### src/rtl/fdmg_pkg.sv
// Package: shared types and constants of the frame difference motion gate.
`default_nettype none

package fdmg_pkg;

  localparam int FRAME_PIXELS = 307200;
  localparam int INDEX_W      = $clog2(FRAME_PIXELS + 1);
  localparam int ADDR_W       = (FRAME_PIXELS > 1) ? $clog2(FRAME_PIXELS) : 1;

  localparam int CHAN_W       = 8;
  localparam int PIX_W        = 3 * CHAN_W;
  localparam int COUNT_W      = 19;
  localparam int FRAME_NUM_W  = 32;
  localparam int CFG_DATA_W   = 19;
  localparam int GRAY_SUM_W   = 22;
  localparam int GRAY_SHIFT   = 14;

  localparam logic [COUNT_W-1:0]    COUNT_MAX            = '1;
  localparam logic [CHAN_W-1:0]     DIFF_THRESHOLD_RESET = 8'd25;
  localparam logic [COUNT_W-1:0]    MAX_MOTION_RESET     = 19'd1000;

  localparam logic [GRAY_SUM_W-1:0] WEIGHT_BLUE  = 22'd1868;
  localparam logic [GRAY_SUM_W-1:0] WEIGHT_GREEN = 22'd9617;
  localparam logic [GRAY_SUM_W-1:0] WEIGHT_RED   = 22'd4899;
  localparam logic [GRAY_SUM_W-1:0] GRAY_ROUND   = 22'd8192;

  typedef enum logic [0:0] {
    REG_DIFF_THRESHOLD    = 1'b0,
    REG_MAX_MOTION_PIXELS = 1'b1
  } cfg_reg_t;

  typedef struct packed {
    logic [CHAN_W-1:0] blue;
    logic [CHAN_W-1:0] green;
    logic [CHAN_W-1:0] red;
    logic              last_pixel;
  } pixel_t;

  typedef struct packed {
    logic                   send_frame;
    logic [COUNT_W-1:0]     motion_count;
    logic [FRAME_NUM_W-1:0] frame_number;
  } result_t;

  typedef struct packed {
    logic              last;
    logic              in_range;
    logic [ADDR_W-1:0] index;
    logic [PIX_W-1:0]  pix;
  } stage_t;

endpackage

`default_nettype wire

### src/rtl/fdmg_gray.sv
// Gray level of the per-channel absolute difference between two BGR pixels.
`default_nettype none

module fdmg_gray
  import fdmg_pkg::*;
(
  input  wire logic [PIX_W-1:0]  cur_pix,
  input  wire logic [PIX_W-1:0]  base_pix,
  output      logic [CHAN_W-1:0] gray
);

  function automatic logic [CHAN_W-1:0] abs_diff(input logic [CHAN_W-1:0] x,
                                                 input logic [CHAN_W-1:0] y);
    abs_diff = (x > y) ? (x - y) : (y - x);
  endfunction

  logic [CHAN_W-1:0]     diff_b;
  logic [CHAN_W-1:0]     diff_g;
  logic [CHAN_W-1:0]     diff_r;
  logic [GRAY_SUM_W-1:0] sum;

  assign diff_b = abs_diff(cur_pix[CHAN_W-1:0], base_pix[CHAN_W-1:0]);
  assign diff_g = abs_diff(cur_pix[2*CHAN_W-1:CHAN_W], base_pix[2*CHAN_W-1:CHAN_W]);
  assign diff_r = abs_diff(cur_pix[3*CHAN_W-1:2*CHAN_W], base_pix[3*CHAN_W-1:2*CHAN_W]);

  assign sum = WEIGHT_BLUE  * GRAY_SUM_W'(diff_b)
             + WEIGHT_GREEN * GRAY_SUM_W'(diff_g)
             + WEIGHT_RED   * GRAY_SUM_W'(diff_r)
             + GRAY_ROUND;

  assign gray = sum[GRAY_SHIFT +: CHAN_W];

endmodule

`default_nettype wire

### config.mk
export PLATFORM = sky130hd
export DESIGN_NAME = fdmg_gray
export DESIGN_NICKNAME = d
export VERILOG_FILES = /design/src/rtl/fdmg_pkg.sv /design/src/rtl/fdmg_gray.sv
export SDC_FILE = /design/constraint.sdc
export NUM_CORES = 1
export LEC_CHECK = 0
export BUFFER_PORTS_ARGS = -buffer_cell sky130_fd_sc_hd__buf_2
export CORE_UTILIZATION = 57
export DETAILED_ROUTE_END_ITERATION = 16
export GPL_ROUTABILITY_DRIVEN = 0
export GPL_TIMING_DRIVEN = 0
export PLACE_DENSITY_LB_ADDON = 0.08
export SYNTH_ARGS = -nofsm -noshare
export SYNTH_HDL_FRONTEND = slang
export SYNTH_SLANG_ARGS = --single-unit
### constraint.sdc
create_clock -name vclk -period 23.2
set_input_delay 2.32 -clock vclk [all_inputs]
set_output_delay 2.32 -clock vclk [all_outputs]
set_load 0.02 [all_outputs]
==> results.py <==
metrics = {
    "outcome": {
        "status": "finished, violations left",
        "violations": "design-rule violations",
    },
    "die": {
        "die_area_um2": 12400,
        "die-width_um": 111,
        "die_y_um": 111,
        "coreArea_um2": 11500,
        "initial_utilization": 0.592,
        "rows": 39,
        "pin_count": 56,
    },
    "clocking": {
        "cts_setup_buffers": 0,
        "cts_resized": 0,
        "postCtsHoldBufs": 0,
    },
    "grt": {
        "grt_pass1_wl_um": 23700,
        "grt_max_degree": 11,
        "antenna_found_initial": 0,
        "grt_util_all_layers": 0.229,
        "grt_pass1_vias": 5499,
        "grt-ovfl-total": 0,
    },
    "timing": {
        "min_period_over_period": 0.616,
        "tns_ns": 0,
        "final.min_clock_period_ns": 14.29,
        "rsz0062_at_grt": "false",
        "fmax_ghz": 0.0700,
        "worstMarginPinSlew_ns": 0.849,
        "maxSlewHeadroom": 0.430,
        "setup_ws_ns": 8.91,
        "hold_viol": 0,
        "setup_viol": 0,
        "slew_violations": 0,
    },
    "yosys": {
        "synth_compound_area_frac": 0.106,
        "synth_top_area_share": 0.342,
        "synthTopCellsByArea": "ha_1, fa_1, inv_1",
        "syn_nets": 1109,
        "ys_seq_area_frac": 0,
        "syn_area_per_cell_um2": 8.69,
        "yosysTopAreaCell": "ha_1",
        "synthXorXnorAreaFrac": 0.0560,
        "synth_top_family_by_area": "adder cells",
        "synthMuxAreaShare": 0.0244,
        "yosys.area_share.adder": 0.609,
        "ys_warn_count": 0,
        "syn_inst": 784,
        "syn_area_um2": 6810,
        "synth_cell_types": 49,
        "yosys.area_share.simple": 0.0628,
    },
    "setup_path": {
        "start_kind": "primary input",
        "crit_top_cell": "ha_1",
        "cpPeakStageDelay_ns": 0.55,
        "cp.required_ns": 20.88,
        "cp.arrival_ns": 11.97,
        "slowest_stage": "fa_1",
        "end_kind": "output pin",
        "path_max_fanout": 9,
        "critPathKind": "primary input to output pin",
    },
    "place": {
        "place_ws_ns": 8.91,
        "hpwl_um": 12300,
        "numPortBuffers": 56,
    },
    "drt": {
        "drtAntennaViolNets": 0,
        "routedWlPerCell_um": 13.3,
        "wirelength_um": 13000,
        "drt_iter0_drc": 181,
        "drc_errors": 4,
        "vias": 5092,
        "vias_per_cell": 5.18,
        "dr.pass1.iters": 10,
    },
    "cells_and_area": {
        "drive_gt1_frac": 0.0881,
        "post-route-util": 0.632,
        "clkbuf_count": 0,
        "fin_nets": 1167,
        "synthToLayoutAreaGrowth_pct": 6.74,
        "seq_cells": 0,
        "ff_latch_area_um2": 0,
        "n_antenna_cell": 0,
    },
    "flow_run": {
        "max_cap_viol_count": 0,
    },
    "worst_hold_path": {
        "min_path_type": "primary input to output pin",
    },
}
==> cell usage after synthesis, types with 2 or more instances <==
cell / n
and2_2: 2
xnor2_1: 29
nand2_1: 16
mux2i_1: 11
fa_1: 91
nor3b_1: 3
or2_2: 5
a221o_1: 2
and2_1: 2
nand4_1: 5
o2111ai_1: 2
buf_2: 3
mux2_2: 5
o21ai_0: 12
a211oi_1: 6
a21boi_0: 2
o211ai_1: 4
o21a_1: 10
nor2_1: 26
nor2b_1: 4
o221ai_1: 2
and3_1: 4
nand3_1: 6
o41ai_1: 3
o31ai_1: 2
nor3_1: 8
clkbuf_1: 6
inv_1: 247
o22a_1: 2
ha_1: 186
xor2_1: 12
a31oi_1: 5
a21oi_1: 29
a21o_1: 17
==> worst paths after layout <==
path	start	end	slack [ns]	cells past startpoint
setup / recovery	cur_pix[0]	gray[7]	8.91	39
hold / removal	cur_pix[15]	gray[7]	5.73	7
==> final cells by class <==
class,count,area [µm²]
Fill cell,1036,4240
Multi-Input combinational cell,528,5850
Inverter,247,927
Buffer,9,37.5
Timing Repair Buffer,56,280
Tap cell,143,179
==> cell usage in the layout (no fill, tap or decap), types with 3 or more instances in the layout <==
| master | netlist | routed |
|---|---|---|
| xnor2_1 | 29 | 29 |
| o211ai_1 | 4 | 4 |
| o21a_1 | 10 | 10 |
| fa_1 | 91 | 91 |
| inv_1 | 247 | 247 |
| xor2_1 | 12 | 12 |
| buf_2 | 3 | 59 |
| mux2i_1 | 11 | 11 |
| nand4_1 | 5 | 5 |
| a21o_1 | 17 | 17 |
| a31oi_1 | 5 | 5 |
| nor2_1 | 26 | 26 |
| o41ai_1 | 3 | 3 |
| and3_1 | 4 | 4 |
| a21oi_1 | 29 | 29 |
| o21ai_0 | 12 | 12 |
| ha_1 | 186 | 186 |
| mux2_2 | 5 | 5 |
| a211oi_1 | 6 | 6 |
| nor3_1 | 8 | 8 |
| nand3_1 | 6 | 6 |
| nor3b_1 | 3 | 3 |
| nand2_1 | 16 | 16 |
| clkbuf_1 | 6 | 6 |
| nor2b_1 | 4 | 4 |
| or2_2 | 5 | 5 |
==> logic make-up (layout without fill, tap and decap cells) <==
family | after synthesis | after routing
and+or+nand+nor | 86 | 86
AOI/OAI and AO/OA | 107 | 107
buffers and inverters | 256 | 312
xor gates and xnor gates | 42 | 42
muxes | 16 | 16
adders and majority gates | 277 | 277
==> worst max-delay path, delay by kind of cell <==
kind                     cells  cell delay, ns
XOR/XNOR                     3            0.80
AO/OA/AOI/OAI               11            2.82
multiplexers                 1            0.19
adder cells (fa/ha/maj)     13            4.90
buffers and inverters        9            0.76
AND/OR/NAND/NOR              2            0.16
==> layer usage <==
metal	track usage	up-vias	wire [µm]
met1	0.277	2412	5770
li1	-	2600	-
met3	0.00544	18	170
met2	0.459	62	6910
met5	0	-	0
met4	0.0315	0	202
==> per-stage QoR <==
step / hold WS, ns / area, µm² / std cells
global route: 5.81 / 7270 / 983
CTS: 5.75 / 7270 / 983
global placement: 5.74 / 7270 / 983
finish: 5.73 / 7270 / 983
floorplan: 5.50 / 6810 / 784
detailed placement: 5.75 / 7270 / 983
Power is left out: the tool's default activity adds up to more than one toggle a clock period on the data nets, which glitch-free logic cannot reach.
